`src/hdl/ccp_pkg.sv`:
```
// ccp_pkg: widths, payload types and codes shared by the cubic curve point core
// no dependencies; compile first

package ccp_pkg;

   localparam int CRD_W = 16;               // input coordinate
   localparam int STEP_W = 8;               // step index
   localparam int SEG_W = 8;                // curve parameter s, at most the segment count
   localparam int TAN_W = 19;               // tangent after bezier conversion
   localparam int SQ_W = 16;                // s^2
   localparam int CUB_W = 24;               // s^3, n*s^2, n^2*s
   localparam int WGT_W = 27;               // signed basis weight
   localparam int PP_W = CRD_W + WGT_W;     // point times weight
   localparam int TP_W = TAN_W + WGT_W;     // tangent times weight
   localparam int SUM_W = 48;               // weighted sum
   localparam int MAG_W = SUM_W - 1;        // magnitude of the weighted sum
   localparam int QUO_W = 17;               // quotient magnitude
   localparam int PNT_W = 18;               // result coordinate

   typedef logic signed [CRD_W-1:0] crd_type;
   typedef logic signed [TAN_W-1:0] tan_type;
   typedef logic signed [WGT_W-1:0] wgt_type;
   typedef logic signed [SUM_W-1:0] sum_type;
   typedef logic signed [PNT_W-1:0] pnt_type;

   typedef enum logic {
      FORM_HERMITE = 1'b0,
      FORM_BEZIER  = 1'b1
   } form_type;

   // classified request handed from the front end to the back end
   typedef struct packed {
      logic [SEG_W-1:0] s;
      crd_type p1x;
      crd_type p1y;
      crd_type p2x;
      crd_type p2y;
      tan_type t1x;
      tan_type t1y;
      tan_type t2x;
      tan_type t2y;
   } job_type;

   typedef struct packed {
      logic neg;
      logic [QUO_W-1:0] quo;
   } quo_type;

endpackage

```
`src/hdl/ccp_queue.sv`:
```
// ccp_queue: two-entry queue between the front and back ends
// depends on ccp_pkg

module ccp_queue (
   input  logic clock,
   input  logic reset,
   input  ccp_pkg::job_type in_job,
   input  logic in_valid,
   output logic in_ready,
   output ccp_pkg::job_type out_job,
   output logic out_valid,
   input  logic out_ready
);

   localparam int DEPTH = 2;

   ccp_pkg::job_type mem_ff [DEPTH];
   logic wr_ptr_ff, wr_ptr_in;
   logic rd_ptr_ff, rd_ptr_in;
   logic [1:0] count_ff, count_in;
   logic push, pop;

   assign in_ready = count_ff != 2'(DEPTH);
   assign out_valid = count_ff != 2'd0;
   assign out_job = mem_ff[rd_ptr_ff];
   assign push = in_valid && in_ready;
   assign pop = out_valid && out_ready;

   always_comb begin
      wr_ptr_in = push ? !wr_ptr_ff : wr_ptr_ff;
      rd_ptr_in = pop ? !rd_ptr_ff : rd_ptr_ff;
      if (push && !pop) begin
         count_in = count_ff + 2'd1;
      end else if (pop && !push) begin
         count_in = count_ff - 2'd1;
      end else begin
         count_in = count_ff;
      end
   end

   always_ff @(posedge clock) begin
      if (reset) begin
         wr_ptr_ff <= 1'b0;
         rd_ptr_ff <= 1'b0;
         count_ff <= 2'd0;
      end else begin
         wr_ptr_ff <= wr_ptr_in;
         rd_ptr_ff <= rd_ptr_in;
         count_ff <= count_in;
      end
   end

   always_ff @(posedge clock) begin
      if (push) begin
         mem_ff[wr_ptr_ff] <= in_job;
      end
   end

endmodule

```
`config.mk`:
```
export PLATFORM = sky130hd
export DESIGN_NAME = ccp_queue
export DESIGN_NICKNAME = d
export VERILOG_FILES = /design/src/hdl/ccp_pkg.sv /design/src/hdl/ccp_queue.sv
export SDC_FILE = /design/constraint.sdc
export NUM_CORES = 1
export LEC_CHECK = 0
export ABC_AREA = 1
export BUFFER_PORTS_ARGS = -buffer_cell sky130_fd_sc_hd__buf_2
export CELL_PAD_IN_SITES_DETAIL_PLACEMENT = 1
export CELL_PAD_IN_SITES_GLOBAL_PLACEMENT = 1
export CORE_MARGIN = 2
export CORE_UTILIZATION = 35
export CTS_BUF_LIST = sky130_fd_sc_hd__clkbuf_8 sky130_fd_sc_hd__clkbuf_16
export CTS_CLUSTER_SIZE = 25
export DETAILED_ROUTE_END_ITERATION = 10
export GPL_TIMING_DRIVEN = 0
export PLACE_DENSITY_LB_ADDON = 0.1
export SYNTH_ARGS = -nofsm -noshare
export SYNTH_HDL_FRONTEND = slang
export SYNTH_SLANG_ARGS = --single-unit
export TNS_END_PERCENT = 10
```
`constraint.sdc`:
```
create_clock -name clock -period 14.6 [get_ports clock]
set_input_delay 2.19 -clock clock [delete_from_list [all_inputs] [get_ports clock]]
set_output_delay 2.19 -clock clock [all_outputs]
set_load 0.01 [all_outputs]
```
==> metrics.csv <==
metric,value,unit
status,finished clean,
instances_no_fill,1268,
min_path_type,flop to flop,
grt_max_degree,31,
arrival,1900,ps
overflow,0,
hpwl,17400,µm
synthesis.nets,650,
wirelength,24100,µm
min_period,4089,ps
io_buffers,301,
clock-sinks,301,
cts_tree,done,
area_delta_synth_final,30.18,%
grt_pass1_vias,6536,
fp.dieArea,32730,µm²
max_slew_margin,44.89,%
avgRoutedWirePerCell,19.00,µm
maxCapViolCount,0,
cts_buffers,34,
avgSynthCellArea,22.04,µm²
postCtsHoldBufs,0,
post_cts_buffers,0,
timing.fmax,0.2446,GHz
antenna_found_initial,6,
final_layout_size_suffix_gt1_share,59.98,%
clkTransAtPathRegs,60,ps
clockBufferDepth,3,
syn_inst,497,
final_cell_mix,"buf_2 (303), edfxtp_1 (296), mux2_2 (148)",
synth_cell_type_count,14,
skew,13.06,ps
place_inst,1204,
routabilityCongestion,0.7259,
syn-cell-area,10950,µm²
htree_levels,2,
end_kind,output port,
yosys_warnings,0,
required,12410,ps
stdcell_area,14260,µm²
cts-resized-gates,0,
start_util,35.72,%
fillers,2975,
cp_slowest_cell,dfxtp_1,
cts_root_buf,clkbuf_16,
std_cell_rows,64,
worst_pin_slew,824.6,ps
crit_chain,buf_4 -> buf_6 -> mux2_2 -> buf_2,
slowest_delay,380,ps
vdd_drop_max,0.0001061,V
cp_num_buf_inv,3,
core-area,30670,µm²
finalSetupViolCount,0,
hold_violations,0,
p_leak,5.368,nW
cp-start-kind,flop,
drt_iter0_drc,222,
critical-path-top-delay-family,buffers and inverters,
crit_fanout,10,
rsz0062_at_grt,false,
period_share,28.01,%
drc_errors,0,
ant_nets,0,
power.density,173.8,nW/µm²
grt_usage,14.67,%
worstSetupPathType,flop to output port,
insertion_delay,500,ps
ios,302,
nNetsFinal,997,
fp.dieW,180.9,µm
place_area,13190,µm²
grt_first_pass_wirelength,37160,µm
die_h,180.9,µm
dr_total_vias,5759,
drv_slew,0,
dr.pass1.iters,4,
synth-seq-cells,301,
ys_seq_area_share,82.06,%
setup_tns,0,ps
viasPerCell,4.542,
layout_commonest_cell,buf_2,
-- power by group --
group	total [mW]	internal (mW)	switching (mW)
Combinational	0.566	0.260	0.306
Sequential	1.12	1.09	0.0256
Clock	0.795	0.480	0.315
-- final timing paths --
check | endpoint | slack (ps) | cells after the start | startpoint
setup / recovery | out_job[96] | 10510 | 4 | flop
hold / removal | flop | 500 | 2 | rd_ptr_ff$_SDFFE_PP0P_
setup reg to reg | mem_ff[1][120]$_DFFE_PP_ | 12180 | 7 | count_ff[0]$_SDFFE_PP0P_
hold reg to reg | flop | 500 | 2 | rd_ptr_ff$_SDFFE_PP0P_
-- worst register-to-register path: stages (launching register included) --
cell	delay, ps
dfxtp_1	330
inv_1	90
nand2_1	100
nand2_1	170
nor2_4	680
buf_12	280
buf_12	210
buf_12	230
-- per-stage QoR --
stage | power [mW] | hold slack (ps) | setup slack (ps) | utilization [%]
floorplan | 1.487 | 464.5 | 5517 | -
global placement | 1.719 | 483.0 | 1998 | 42.24
detailed placement | 1.716 | 492.4 | 10360 | 43.00
CTS | 2.526 | 506.3 | 10430 | 46.45
global route | 2.598 | 546.6 | 10390 | 46.49
finish | 2.478 | 502.2 | 10510 | 46.50
-- cells in the mapped netlist --
cell	number	area, µm²
edfxtp_1	296	8889
mux2_2	148	1667
buf_6	12	135.1
nand2_1	9	33.78
inv_1	8	30.03
nor2_1	7	26.28
dfxtp_1	5	100.1
a21oi_1	2	10.01
buf_2	2	10.01
buf_4	2	15.01
nand3_1	2	10.01
o21ai_0	2	10.01
ha_1	1	12.51
nand4_1	1	6.260
-- sequential cells by signal, summed over array words and instances (netlist names), named ones only --
register	flops
mem_ff	296
count_ff	2
rd_ptr_ff	1
wr_ptr_ff	1
-- cells by family after synthesis --
family                     after synthesis  share of synthesized area (%)
buffers and inverters                   24                          1.736
DFF                                    301                          82.06
adders and majority gates                1                         0.1142
muxes                                  148                          15.21
AOI/OAI and AO/OA                        4                         0.1828
and+or+nand+nor                         19                         0.6968
-- area by class of cell --
| cell class | count | area (µm²) | area share (%) |
|---|---|---|---|
| timing repair buffer | 311 | 1722 | 12.07 |
| clock inverter | 20 | 107.6 | 0.7546 |
| multi-input combinational | 172 | 1790 | 12.56 |
| inverter | 8 | 30.03 | 0.2106 |
| antenna | 5 | 12.51 | 0.08774 |
| buffer | 16 | 160.2 | 1.123 |
| tap | 396 | 495.5 | 3.475 |
| clock buffer | 39 | 953.4 | 6.686 |
| sequential | 301 | 8989 | 63.03 |
-- routing by layer --
metal,vias up,share of wire (%),GRT usage [%]
met3,37,8.3,5.362
met2,202,52,25.29
met1,2857,38,16.80
met4,2,2.1,5.097
li1,2661,-,-
met5,-,0.054,0
No activity file was read; power rests on OpenSTA's default activity.
