`src/hdl/ccp_pkg.sv`:
```
// ccp_pkg: widths, payload types and codes shared by the cubic curve point core
// no dependencies; compile first

package ccp_pkg;

   localparam int CRD_W = 16;               // input coordinate
   localparam int STEP_W = 8;               // step index
   localparam int SEG_W = 8;                // curve parameter s, at most the segment count
   localparam int TAN_W = 19;               // tangent after bezier conversion
   localparam int SQ_W = 16;                // s^2
   localparam int CUB_W = 24;               // s^3, n*s^2, n^2*s
   localparam int WGT_W = 27;               // signed basis weight
   localparam int PP_W = CRD_W + WGT_W;     // point times weight
   localparam int TP_W = TAN_W + WGT_W;     // tangent times weight
   localparam int SUM_W = 48;               // weighted sum
   localparam int MAG_W = SUM_W - 1;        // magnitude of the weighted sum
   localparam int QUO_W = 17;               // quotient magnitude
   localparam int PNT_W = 18;               // result coordinate

   typedef logic signed [CRD_W-1:0] crd_type;
   typedef logic signed [TAN_W-1:0] tan_type;
   typedef logic signed [WGT_W-1:0] wgt_type;
   typedef logic signed [SUM_W-1:0] sum_type;
   typedef logic signed [PNT_W-1:0] pnt_type;

   typedef enum logic {
      FORM_HERMITE = 1'b0,
      FORM_BEZIER  = 1'b1
   } form_type;

   // classified request handed from the front end to the back end
   typedef struct packed {
      logic [SEG_W-1:0] s;
      crd_type p1x;
      crd_type p1y;
      crd_type p2x;
      crd_type p2y;
      tan_type t1x;
      tan_type t1y;
      tan_type t2x;
      tan_type t2y;
   } job_type;

   typedef struct packed {
      logic neg;
      logic [QUO_W-1:0] quo;
   } quo_type;

endpackage

```
`src/hdl/ccp_req_if.sv`:
```
// ccp_req_if: request channel of the cubic curve point core
// depends on ccp_pkg

interface ccp_req_if;
   logic valid;
   logic ready;
   ccp_pkg::crd_type start_x;
   ccp_pkg::crd_type start_y;
   ccp_pkg::crd_type end_x;
   ccp_pkg::crd_type end_y;
   ccp_pkg::crd_type first_aux_x;
   ccp_pkg::crd_type first_aux_y;
   ccp_pkg::crd_type second_aux_x;
   ccp_pkg::crd_type second_aux_y;
   logic [ccp_pkg::STEP_W-1:0] step_index;

   modport source (
      output valid, start_x, start_y, end_x, end_y,
      output first_aux_x, first_aux_y, second_aux_x, second_aux_y, step_index,
      input ready
   );
   modport sink (
      input valid, start_x, start_y, end_x, end_y,
      input first_aux_x, first_aux_y, second_aux_x, second_aux_y, step_index,
      output ready
   );
endinterface

```
`src/hdl/ccp_front.sv`:
```
// ccp_front: accepts requests, clamps the step and forms the tangents
// depends on ccp_pkg and ccp_req_if

module ccp_front #(
   parameter int SEGMENTS = 150
) (
   input  logic clock,
   input  logic reset,
   input  ccp_pkg::form_type curve_form,
   ccp_req_if.sink req,
   output ccp_pkg::job_type job,
   output logic job_valid,
   input  logic job_ready
);

   localparam logic [ccp_pkg::SEG_W-1:0] SEG_N = ccp_pkg::SEG_W'(SEGMENTS);
   localparam logic [ccp_pkg::SEG_W-1:0] SEG_LAST = ccp_pkg::SEG_W'(SEGMENTS - 1);

   // 3 * (a - b), exact in the tangent width
   function automatic ccp_pkg::tan_type bez_tan(ccp_pkg::crd_type a, ccp_pkg::crd_type b);
      ccp_pkg::tan_type d;
      d = ccp_pkg::TAN_W'(a) - ccp_pkg::TAN_W'(b);
      return d + (d <<< 1);
   endfunction

   logic job_valid_ff, job_valid_in;
   ccp_pkg::job_type job_ff, job_in;
   logic accept;

   assign req.ready = !job_valid_ff || job_ready;
   assign accept = req.valid && req.ready;

   always_comb begin
      if (req.step_index >= SEG_LAST) begin
         job_in.s = SEG_N;
      end else begin
         job_in.s = req.step_index + ccp_pkg::SEG_W'(1);
      end
      job_in.p1x = req.start_x;
      job_in.p1y = req.start_y;
      job_in.p2x = req.end_x;
      job_in.p2y = req.end_y;
      if (curve_form == ccp_pkg::FORM_BEZIER) begin
         job_in.t1x = bez_tan(req.first_aux_x, req.start_x);
         job_in.t1y = bez_tan(req.first_aux_y, req.start_y);
         job_in.t2x = bez_tan(req.end_x, req.second_aux_x);
         job_in.t2y = bez_tan(req.end_y, req.second_aux_y);
      end else begin
         job_in.t1x = ccp_pkg::TAN_W'(req.first_aux_x);
         job_in.t1y = ccp_pkg::TAN_W'(req.first_aux_y);
         job_in.t2x = ccp_pkg::TAN_W'(req.second_aux_x);
         job_in.t2y = ccp_pkg::TAN_W'(req.second_aux_y);
      end
   end

   always_comb begin
      if (accept) begin
         job_valid_in = 1'b1;
      end else if (job_ready) begin
         job_valid_in = 1'b0;
      end else begin
         job_valid_in = job_valid_ff;
      end
   end

   always_ff @(posedge clock) begin
      if (reset) begin
         job_valid_ff <= 1'b0;
      end else begin
         job_valid_ff <= job_valid_in;
      end
   end

   always_ff @(posedge clock) begin
      if (accept) begin
         job_ff <= job_in;
      end
   end

   assign job = job_ff;
   assign job_valid = job_valid_ff;

endmodule

```
`src/flat_wrapper.sv`:
```
// flat-port wrapper written by rule: the top's interface ports become plain ports
module ccp_front_flat 
#(
   parameter int SEGMENTS = 150
)
  (clock, reset, curve_form, job, job_valid, job_ready, req_valid, req_start_x, req_start_y, req_end_x, req_end_y, req_first_aux_x, req_first_aux_y, req_second_aux_x, req_second_aux_y, req_step_index, req_ready);
  ccp_req_if req_i ();
  input  logic clock;
  input  logic reset;
  input  ccp_pkg::form_type curve_form;
  output ccp_pkg::job_type job;
  output logic job_valid;
  input  logic job_ready;
  input wire logic [$bits(req_i.valid)-1:0] req_valid;
  input wire logic [$bits(req_i.start_x)-1:0] req_start_x;
  input wire logic [$bits(req_i.start_y)-1:0] req_start_y;
  input wire logic [$bits(req_i.end_x)-1:0] req_end_x;
  input wire logic [$bits(req_i.end_y)-1:0] req_end_y;
  input wire logic [$bits(req_i.first_aux_x)-1:0] req_first_aux_x;
  input wire logic [$bits(req_i.first_aux_y)-1:0] req_first_aux_y;
  input wire logic [$bits(req_i.second_aux_x)-1:0] req_second_aux_x;
  input wire logic [$bits(req_i.second_aux_y)-1:0] req_second_aux_y;
  input wire logic [$bits(req_i.step_index)-1:0] req_step_index;
  output wire logic [$bits(req_i.ready)-1:0] req_ready;
  assign req_i.valid = req_valid;
  assign req_i.start_x = req_start_x;
  assign req_i.start_y = req_start_y;
  assign req_i.end_x = req_end_x;
  assign req_i.end_y = req_end_y;
  assign req_i.first_aux_x = req_first_aux_x;
  assign req_i.first_aux_y = req_first_aux_y;
  assign req_i.second_aux_x = req_second_aux_x;
  assign req_i.second_aux_y = req_second_aux_y;
  assign req_i.step_index = req_step_index;
  assign req_ready = req_i.ready;
  ccp_front #(.SEGMENTS(SEGMENTS)) u_core (.clock(clock), .reset(reset), .curve_form(curve_form), .req(req_i), .job(job), .job_valid(job_valid), .job_ready(job_ready));
endmodule
```
`config.mk`:
```
export PLATFORM = sky130hd
export DESIGN_NAME = ccp_front_flat
export DESIGN_NICKNAME = d
export VERILOG_FILES = /design/src/hdl/ccp_pkg.sv /design/src/hdl/ccp_req_if.sv /design/src/hdl/ccp_front.sv /design/src/flat_wrapper.sv
export SDC_FILE = /design/constraint.sdc
export NUM_CORES = 1
export LEC_CHECK = 0
export CORE_MARGIN = 2
export CORE_UTILIZATION = 40
export CTS_CLUSTER_SIZE = 24
export DETAILED_ROUTE_END_ITERATION = 7
export DONT_BUFFER_PORTS = 1
export PLACE_DENSITY_LB_ADDON = 0.25
export SYNTH_ARGS = -nofsm -noshare
export SYNTH_HDL_FRONTEND = slang
export SYNTH_SLANG_ARGS = --single-unit
```
`constraint.sdc`:
```
create_clock -name clock -period 6.4 [get_ports clock]
set_input_delay 1.92 -clock clock [delete_from_list [all_inputs] [get_ports clock]]
set_output_delay 1.92 -clock clock [all_outputs]
set_load 0.02 [all_outputs]
```
==> results of run 1 <==
through the flow:
stage	setup slack [ns]	cell area (um2)	hold slack (ns)	util (%)	cells
6_report	0.828	12600	0.770	44.0	1589
4_1_cts	0.811	12600	0.776	44.0	1589
3_5_place_dp	0.362	12000	0.767	41.9	1557
2_1_floorplan	0.265	11600	0.729	-	1192
3_3_place_gp	0.539	12000	0.761	41.9	1557
5_1_grt	0.351	12600	0.799	44.0	1589
layout by cell type, fill, tap and decap left out, drive strengths merged, types with 7 or more instances in the layout:
cell type,netlist,layout
a211oi,12,12
mux2i,11,11
inv,123,124
nand2b,15,15
nand2,61,61
and3,16,16
edfxtp,148,148
o211ai,9,9
nor2,100,100
a31oi,18,18
o21ai,73,73
clkbuf,15,18
a21oi,75,75
nor2b,18,18
mux2,13,13
ha,123,123
nand3,31,31
a21o,30,30
xnor2,60,60
o2111ai,9,9
or3,11,11
a21boi,10,10
xor2,19,19
fa,8,8
and2,7,7
o21a,24,24
nor3,38,38
clkinv,1,8
worst min-delay path, delay by kind of cell (launching register included):
family / cells / cell delay, ns
and+or+nand+nor: 1 / 0.25
AOI/OAI and AO/OA: 1 / 0.10
DFF: 1 / 0.37
sequential cells by signal, indices dropped and copies added (netlist names):
name and count:
u_core.job 148, u_core.job_valid 1
kinds of logic (layout without fill, tap and decap cells):
group / after synthesis / count (layout) / share of synthesized area [%]
buf+inv: 146 / 159 / 4.96
fa+ha+maj: 131 / 131 / 14.6
compound gates: 325 / 325 / 19.0
simple gates: 338 / 338 / 14.7
mux: 24 / 24 / 2.20
xor+xnor: 79 / 79 / 6.14
flops: 149 / 149 / 38.4
path summary, 6_finish.rpt:
kind | slack (ns) | start | end
max | 0.83 | req_first_aux_x[0] | u_core.job[73]$_DFFE_PP_
max reg2reg | 3.97 | u_core.job_valid$_SDFFE_PP0P_ | u_core.job[79]$_DFFE_PP_
min | 0.77 | u_core.job_valid$_SDFFE_PP0P_ | u_core.job_valid$_SDFFE_PP0P_
min reg2reg | 0.77 | u_core.job_valid$_SDFFE_PP0P_ | u_core.job_valid$_SDFFE_PP0P_
layout make-up:
cell class	instances	area (um2)	share of cell area, %
Clock inverter	14	184	1.46
Tap cell	384	480	3.80
Multi-Input combinational cell	897	6600	52.2
Timing Repair Buffer	3	22.5	0.178
Inverter	124	465	3.68
Clock buffer	18	429	3.40
Sequential cell	149	4460	35.3
layer usage:
metal | vias to the layer above | track usage [%] | share of wire (%)
met5 | - | 0 | 0
met4 | 0 | 4.41 | 1.1
met3 | 20 | 4.72 | 5.9
met2 | 240 | 31.5 | 48
met1 | 4238 | 22.9 | 45
li1 | 4387 | - | -
Yosys cell counts (24+ instances only):
master and instances:
inv_1 123, nor2_1 99, a21o_1 30, edfxtp_1 148, xnor2_1 58, ha_1 123, nor3_1 38, nand2_1 61
o21a_1 24, nand3_1 30, a21oi_1 72, o21ai_0 70
power by group through the flow:
stage | Sequential (mW) | Clock [mW] | Combinational [mW]
2_1_floorplan | 1.46 | 0 | 1.33
3_3_place_gp | 1.50 | 0 | 1.60
3_5_place_dp | 1.49 | 0 | 1.62
4_1_cts | 1.48 | 1.11 | 1.63
5_1_grt | 1.48 | 1.14 | 1.84
6_report | 1.47 | 1.09 | 1.63
==> results.txt, run 1 <==
Worst relative slew slack - 46.3%
Slowest cell delay on critical path - 0.43 ns
Worst IR Drop VDD - 162 uV
Most used flip-flop cell after synthesis - edfxtp_1
Vert. Die Dim - 175 um
WP depth - 17
Most area-consuming cells after synthesis - edfxtp_1 (38%), ha_1 (13%), xnor2_1 (4.4%), inv_1 (4.0%), nor2_1 (3.2%)
Diodes inserted - 0
Number of distinct library cell variants in the gate-level netlist after synthesis - 90
Power after layout - 4.19 mW
Slew of the pin with the lowest slew margin - 0.806 ns
Setup repair after global routing missed its margin - no
Worst-path fanout max - 6
Number of cells produced by synthesis - 1,192
Worst clock skew - 0.0108 ns
Per-cell routed wire length - 17.8 um
Critical path capture point type - register
Sequential fraction of design power - 35.1%
H-tree depth - 4
Post_cts resized - 0
Proportion of power drawn by the clock network - 26.0%
Share of final-layout standard cells stronger than drive strength 1 - 6.72%
Post-synth net total - 1,464
Remaining number of nets flagged by the antenna check after routing - 0
Sum of buffers and inverters on the critical path - 1
Via count - 8,885
Die footprint - 30,500 um2
Startpoint type of the worst setup path - input port
Ordered cell list for the critical path - inv_1, ha_1, fa_1, nor2b_1, o21ai_0, a21o_1, nand2_1, a21o_1, a21oi_1, o21ai_0, a2111oi_0, nor3_1, ha_1, a21oi_1, nor4b_1, nor3_1, nand3b_1
Crit path kind - input port to register
Max-cap violations - 0
Hold Vio Cnt, Final - 0
Run status - finished, final reports clean
Via count of the first global-routing pass - 8,791
Clock tree from TritonCTS - built
Critical path's slowest cell - nor4b_1
Hold buffer count at cts - 0
Switching Fraction - 37.3%
Number of iterations in the first detailed-routing pass - 5
Clock Sinks - 149
Biggest area consumer among synthesized cells - edfxtp_1
Cell internal power dissipation - 2.63 mW
GP Congestion - 0.828
Total count of max-transition violations in the final report - 0
Vias per cell - 5.59
Worst hold path depth - 2
CP required - 6.58 ns
Cell class contributing the biggest share of worst-path delay - compound AO/OA/AOI/OAI gates
Number of buffers added on ports - 0
Sequential fraction of the synthesis area - 38.4%
Mean area per synthesized cell - 9.76 um2
Initial antenna violation count - 0
Worst path arrival time - 5.75 ns
Post-Route Setup TNS - 0 ns
Floorplan die width - 175 um
Minimum period implied by the final worst setup slack - 5.57 ns
Max frequency - 179 MHz
Fraction of power consumed by combinational cells - 38.9%
Post-synth EDFFs - 148
Clock-pin slew reported for the worst setup and hold paths after clock tree synthesis - 0.07 ns
Post-route DRC - 0
Overall routed net length - 28,300 um
Total power divided by cell area - 332 nW/um2
I/O pin count - 291
R2r worst-path depth - 3
Longest Clk Path Bufs - 2
Number of post-CTS setup repair buffers - 0
Starting Density - 40.5%
Ratio of final minimum period to clock period - 87.1%
Global-route wire length before repair - 44,700 um
Standard cell core area - 28,700 um2
Clock latency reported for the late side of the worst-skew pair - 0.43 ns
Number of fill cells in the layout - 2,743
GRT Total Usage - 18.3%
Grt ovf - 0
Register bit total from synthesis - 149
Number of warnings reported in the yosys synthesis log - 0
Switching power - 1.56 mW
Pleak - 5.19 nW
Number of DRC markers after the initial detailed-route iteration - 509
Layout net count - 1,464
Area fraction of the dominant cell type after synthesis - 38.2%
Post-Synthesis Cell Area - 11,600 um2
Area growth, synth to finish - 8.66%
Final-report setup violation count - 0
Hold Path Class - register to register
Proportion of register bits with asynchronous set or reset after synthesis - 0%
Number of buffers inserted during clock tree synthesis - 17
Maximum number of pins on one net before global-route repair - 112
Clock tree root driver cell - clkbuf_16
Number of cell rows - 62
Estimated wirelength of the detail-placed design - 21,400 um
Note: power is estimated with default switching activity, not from simulation.
==> run 2: changes to the inputs <==
- CORE_UTILIZATION: 40 -> 49
==> run 2 against run 1 <==
  * Clock power decreased by 4%
  * Cell count decreased by 4.2%
  * Routed wire length decreased by 5.8%
  * Power decreased by 1.1%
  * Via count decreased by 1.3%
  * Register-to-register slack improved by 0.12 ns
  * Critical path depth unchanged
  * Critical endpoint unchanged
==> results.txt, run 2 (same netlist as run 1, synthesis figures left out) <==
Maximum number of pins on one net before global-route repair - 112 (unchanged)
Slowest cell delay on critical path - 0.43 ns (about the same)
Clock tree from TritonCTS - built
Setup repair after global routing missed its margin - no
Number of buffers inserted during clock tree synthesis - 17 (unchanged)
Start point of the worst min-delay path - u_core.job_valid$_SDFFE_PP0P_
Max frequency - 180 MHz (+0.41%)
Clock-pin slew reported for the worst setup and hold paths after clock tree synthesis - 0.06 ns (about the same)
Standard cell core area - 23,400 um2 (-18%)
Clock latency reported for the late side of the worst-skew pair - 0.43 ns (about the same)
Per-cell routed wire length - 17.5 um (-1.7%)
Number of cell rows - 56 (-9.7%)
GP Congestion - 0.853 (+3.0%)
Run status - finished, final reports clean
Clock Sinks - 149 (unchanged)
Global-route wire length before repair - 42,200 um (-5.7%)
Cell internal power dissipation - 2.60 mW (-1.2%)
Power after layout - 4.15 mW (-1.1%)
Number of iterations in the first detailed-routing pass - 5 (unchanged)
Hold Vio Cnt, Final - 0 (unchanged)
Most used routing layer - met2
Remaining number of nets flagged by the antenna check after routing - 0 (unchanged)
Worst clock skew - 0.0138 ns (+0.00296 ns)
Ordered cell list for the critical path - inv_1, ha_1, fa_1, nor2b_1, o21ai_0, a21o_1, nand2_1, a21o_1, a21oi_1, o21ai_0, a2111oi_0, nor3_1, ha_1, a21oi_1, nor4b_1, nor3_1, nand3b_1
Slew of the pin with the lowest slew margin - 0.875 ns (+0.0689 ns)
Startpoint of the lowest-slack register-to-register path - u_core.job_valid$_SDFFE_PP0P_
Post-Route Setup TNS - 0 ns (unchanged)
Fraction of power consumed by combinational cells - 39.4% (+0.5 points)
Ratio of final minimum period to clock period - 86.7% (-0.35 points)
Startpoint type of the worst setup path - input port
Starting Density - 49.7% (+9.2 points)
Diodes inserted - 0 (unchanged)
Number of DRC markers after the initial detailed-route iteration - 427 (-16%)
Hold buffer count at cts - 0 (unchanged)
Vias per cell - 5.76 (+3.1%)
Pleak - 5.18 nW (-0.18%)
Crit path kind - input port to register
H-tree depth - 4 (unchanged)
Flip-flop count of the largest register after layout - 148 (unchanged)
Minimum period implied by the final worst setup slack - 5.55 ns (-0.0227 ns)
Worst relative slew slack - 41.7% (-4.6 points)
Post_cts resized - 0 (unchanged)
CP required - 6.55 ns (-0.03 ns)
Most used cells in the layout excluding fill and tap cells - edfxtp_1 (148), inv_1 (123), ha_1 (123), nor2_1 (99), a21oi_1 (72)
Vert. Die Dim - 158 um (-9.4%)
Worst-path fanout max - 6 (unchanged)
Clock tree root driver cell - clkbuf_16
Via count of the first global-routing pass - 8,628 (-1.9%)
Worst path arrival time - 5.70 ns (-0.05 ns)
Estimated wirelength of the detail-placed design - 20,000 um (-6.5%)
Total power divided by cell area - 330 nW/um2 (-0.43%)
Cell Count, Final, Fillers Out - 1,522 (-4.2%)
Floorplan die width - 158 um (-9.4%)
Grt ovf - 0 (unchanged)
Proportion of power drawn by the clock network - 25.2% (-0.8 points)
Critical path's slowest cell - o21ai_0
Layout net count - 1,463 (-0.068%)
Longest Clk Path Bufs - 2 (unchanged)
Placed Cells incl. Taps - 1,491 (-4.2%)
Critical path capture point type - register
Hold Path Class - register to register
Switching power - 1.55 mW (-0.96%)
Total count of max-transition violations in the final report - 0 (unchanged)
Number of buffers added on ports - 0 (unchanged)
Switching Fraction - 37.4% (+0.066 points)
Number of post-CTS setup repair buffers - 0 (unchanged)
Worst IR Drop VDD - 144 uV (-11%)
I/O pin count - 291 (unchanged)
Met2 track demand over resource in global routing - 36.8% (+5.3 points)
Area growth, synth to finish - 7.88%
Post-route DRC - 0 (unchanged)
Final-report setup violation count - 0 (unchanged)
Commonest non-fill, non-tap cell in the layout - edfxtp_1
Share of final-layout standard cells stronger than drive strength 1 - 6.65% (-0.072 points)
Sequential fraction of design power - 35.4% (+0.3 points)
GRT Total Usage - 21.1% (+2.9 points)
Initial antenna violation count - 0 (unchanged)
Die footprint - 25,000 um2 (-18%)
Max-cap violations - 0 (unchanged)
Via count - 8,771 (-1.3%)
GR Layer Usage met3 - 5.94% (+1.2 points)
Met1 demand-to-capacity share in global routing - 25.5% (+2.7 points)
Critical path origin - req_first_aux_x[0]
Overall routed net length - 26,700 um (-5.8%)
run 2: cell count changes in the layout (fill, tap and decap cells not counted):
| cell | change |
|---|---|
| bufinv_16 | -1 |
| inv_6 | +4 |
| buf_4 | -2 |
| clkbuf_1 | -1 |
| buf_12 | +1 |
| clkinv_2 | -3 |
run 2: through the flow:
stage          hold WS, ns  setup slack (ns)  util (%)  instance area (um2)
2_1_floorplan        0.729             0.265         -                11600
3_3_place_gp         0.762             0.616      51.1                12000
3_5_place_dp         0.775             0.455      51.1                12000
4_1_cts              0.784             0.882      53.6                12600
5_1_grt              0.834             0.470      53.6                12600
6_report             0.786             0.851      53.6                12600
run 2: worst paths after layout:
path	slack [ns]	endpoint	cells after the start
min	0.79	u_core.job_valid$_SDFFE_PP0P_	2
max	0.85	u_core.job[73]$_DFFE_PP_	17
max reg2reg	4.09	u_core.job[51]$_DFFE_PP_	3
min reg2reg	0.79	u_core.job_valid$_SDFFE_PP0P_	2
run 2: routing by layer:
metal	up-vias	share of wire, %	routed length (um)
li1	4391	-	-
met1	4118	43	11400
met2	234	49	12900
met3	28	6.9	1850
met4	0	1.6	417
met5	-	0	0
run 2: worst max-delay path, delay by kind of cell:
family | cells | cell delay (ns)
adder cells (fa/ha/maj) | 3 | 0.96
AND/OR/NAND/NOR | 6 | 1.25
buffers and inverters | 1 | 0.04
AO/OA/AOI/OAI | 7 | 1.54
run 2: area by class of cell:
cell class / count / area, um2
inverter: 124 / 465
timing repair buffer: 2 / 27.5
multi-input combinational: 897 / 6600
clock inverter: 14 / 174
tap: 319 / 399
sequential: 149 / 4460
fill: 2114 / 10900
clock buffer: 17 / 425
run 2: power groups by stage:
stage	Combinational [mW]	Sequential, mW	Clock (mW)
2_1_floorplan	1.33	1.46	0
3_3_place_gp	1.58	1.49	0
3_5_place_dp	1.61	1.49	0
4_1_cts	1.63	1.47	1.07
5_1_grt	1.83	1.48	1.11
6_report	1.63	1.47	1.05
==> run 3: changes to the inputs <==
- CELL_PAD_IN_SITES_DETAIL_PLACEMENT: unset -> 1
- CELL_PAD_IN_SITES_GLOBAL_PLACEMENT: unset -> 2
- CORE_UTILIZATION: 49 -> 40
==> run 3 against run 2 <==
  * Register-to-register slack got worse by 0.04 ns
  * Critical path depth shrank 1
  * Worst hold slack better by 0.017 ns
  * Sequential power hardly changed
  * Via count is 1.0% higher
  * Utilization decreased by 9.8 points
  * Routed wire length increased by 13%
  * Final area grew 0.22%
  * Clock power down 6%
  * First-iteration DRC count is 22% lower
  * Cell count grew 4.1%
  * Sequential cell count is the same
  * Critical endpoint is now u_core.job[55]$_DFFE_PP_
==> results.txt, run 3 (same netlist as run 1, synthesis figures left out) <==
Run status - finished, final reports clean
Final-report setup violation count - 0 (unchanged)
Sequential fraction of design power - 35.8% (+0.4 points)
Via count - 8,862 (+1.0%)
Per-cell routed wire length - 18.9 um (+8.2%)
Sum of buffers and inverters on the critical path - 1 (unchanged)
Hold Vio Cnt, Final - 0 (unchanged)
I/O pin count - 291 (unchanged)
Post-Route Setup TNS - 0 ns (unchanged)
Number of cell rows - 62 (+11%)
Max-cap violations - 0 (unchanged)
Share of final-layout standard cells stronger than drive strength 1 - 6.33% (-0.32 points)
Multi-input combinational cell area - 6600 um2 (unchanged)
Max frequency - 181 MHz (+0.19%)
Total count of max-transition violations in the final report - 0 (unchanged)
Critical path capture point type - register
Estimated wirelength of the detail-placed design - 23,100 um (+15%)
Maximum number of pins on one net before global-route repair - 112 (unchanged)
Ordered cell list for the critical path - inv_1, ha_1, a21oi_1, o21ai_0, a31oi_1, a21boi_0, o21ai_0, a21boi_0, o31ai_1, a21boi_0, ha_1, a21o_1, a21o_1, a2111o_1, a31oi_1, o22ai_1
Worst relative slew slack - 31.0% (-11 points)
Crit path kind - input port to register
Via count of the first global-routing pass - 9,327 (+8.1%)
Setup repair after global routing missed its margin - no
Worst clock skew - 0.00702 ns (-0.00676 ns)
Switching power - 1.56 mW (+0.59%)
Cell class contributing the biggest share of worst-path delay - compound AO/OA/AOI/OAI gates
Number of post-CTS setup repair buffers - 0 (unchanged)
Remaining number of nets flagged by the antenna check after routing - 0 (unchanged)
Number of fill cells in the layout - 3,240 (+53%)
Power after layout - 4.11 mW (-0.95%)
Number of buffers added on ports - 0 (unchanged)
H-tree depth - 4 (unchanged)
Layout net count - 1,463 (unchanged)
Initial antenna violation count - 0 (unchanged)
Vias per cell - 5.59 (-3.0%)
Vert. Die Dim - 175 um (+10%)
Ratio of final minimum period to clock period - 86.5% (-0.16 points)
Clock-pin slew reported for the worst setup and hold paths after clock tree synthesis - 0.07 ns (about the same)
Clock Sinks - 149 (unchanged)
Clock latency reported for the late side of the worst-skew pair - 0.43 ns (about the same)
Number of DRC markers after the initial detailed-route iteration - 334 (-22%)
Critical path's most frequent cell - a21boi_0
Number of buffers inserted during clock tree synthesis - 17 (unchanged)
Most used cells in the layout excluding fill and tap cells - edfxtp_1 (148), inv_1 (123), ha_1 (123), nor2_1 (99), a21oi_1 (72)
Number of iterations in the first detailed-routing pass - 4 (-1)
Floorplan die width - 175 um (+10%)
Post-route DRC - 0 (unchanged)
Slew of the pin with the lowest slew margin - 1.04 ns (+0.161 ns)
Critical path's slowest cell - a2111o_1
Pleak - 5.15 nW (-0.59%)
Grt ovf - 0 (unchanged)
GRT Total Usage - 20.1% (-1.0 points)
Longest Clk Path Bufs - 2 (unchanged)
Post_cts resized - 0 (unchanged)
Fraction of power consumed by combinational cells - 40.2% (+0.8 points)
Startpoint type of the worst setup path - input port
Hold Path Class - register to register
Worst IR Drop VDD - 170 uV (+18%)
Diodes inserted - 0 (unchanged)
Commonest non-fill, non-tap cell in the layout - edfxtp_1
Total power divided by cell area - 326 nW/um2 (-1.2%)
Switching Fraction - 37.9% (+0.58 points)
CP required - 6.58 ns (+0.03 ns)
Overall routed net length - 30,000 um (+13%)
Global-route wire length before repair - 49,000 um (+16%)
Worst path arrival time - 5.72 ns (+0.02 ns)
Area growth, synth to finish - 8.12%
GP Congestion - 0.797 (-6.6%)
Flip-flop count of the largest register after layout - 148 (unchanged)
Starting Density - 40.5% (-9.2 points)
Minimum period implied by the final worst setup slack - 5.54 ns (-0.0105 ns)
Slowest cell delay on critical path - 0.42 ns (about the same)
Clock tree from TritonCTS - built
Die footprint - 30,500 um2 (+22%)
Clock tree root driver cell - clkbuf_16
Hold buffer count at cts - 0 (unchanged)
Proportion of power drawn by the clock network - 24.0% (-1.2 points)
Worst-path fanout max - 5 (-1)
Standard cell core area - 28,700 um2 (+23%)
Area used by sequential logic in the layout - 4460 um2 (unchanged)
Cell internal power dissipation - 2.55 mW (-1.9%)
[run 3: cell count changes in the layout (fill, tap and decap cells not counted)]
cell | before | now
clkinv_1 | 3 | 2
bufinv_16 | 3 | 2
clkinv_2 | 0 | 1
inv_6 | 5 | 0
clkbuf_1 | 0 | 3
clkinvlp_4 | 2 | 3
[run 3: power by group through the flow]
stage          Combinational [mW]  Sequential [mW]  Clock [mW]
5_1_grt                      1.88             1.48        1.04
4_1_cts                      1.67             1.47        1.01
2_1_floorplan                1.33             1.46           0
3_3_place_gp                 1.62             1.49           0
6_report                     1.65             1.47       0.984
3_5_place_dp                 1.65             1.49           0
[run 3: layer usage]
layer | GRT usage (%) | share of wire, % | routed length [um]
met1 | 24.7 | 44 | 13200
met4 | 5.69 | 1.3 | 378
met2 | 35.4 | 50 | 15000
met5 | 0 | 0 | 0
met3 | 4.62 | 4.9 | 1470
[run 3: worst paths after layout]
path | start | to | slack (ns) | cells past startpoint
setup / recovery | req_start_y[8] | u_core.job[55]$_DFFE_PP_ | 0.86 | 16
hold / removal | u_core.job_valid$_SDFFE_PP0P_ | u_core.job_valid$_SDFFE_PP0P_ | 0.80 | 2
setup reg to reg | u_core.job_valid$_SDFFE_PP0P_ | u_core.job[114]$_DFFE_PP_ | 4.05 | 3
hold reg to reg | u_core.job_valid$_SDFFE_PP0P_ | u_core.job_valid$_SDFFE_PP0P_ | 0.80 | 2
[run 3: tightest hold or removal path, stage by stage (launching register included)]
cell      delay (ns)
dfxtp_1         0.38
nand2b_1        0.26
a21oi_1         0.12
[run 3: layout make-up]
class | instances | area share (%)
Tap cell | 384 | 3.82
Sequential cell | 149 | 35.5
Inverter | 124 | 3.70
Timing Repair Buffer | 2 | 0.219
Multi-Input combinational cell | 897 | 52.4
Clock buffer | 20 | 3.47
Clock inverter | 9 | 0.865
[run 3: metrics by stage]
step                      setup slack, ns  hold WS, ns  util [%]  instance area (um2)  cells
after floorplan                     0.265        0.729         -                11600   1192
after global placement              0.500        0.765      41.9                12000   1556
after detailed placement            0.352        0.800      41.9                12000   1556
after CTS                           0.819        0.811      43.8                12600   1585
after global routing                0.499        0.844      43.8                12600   1585
final                               0.861        0.804      43.8                12600   1585
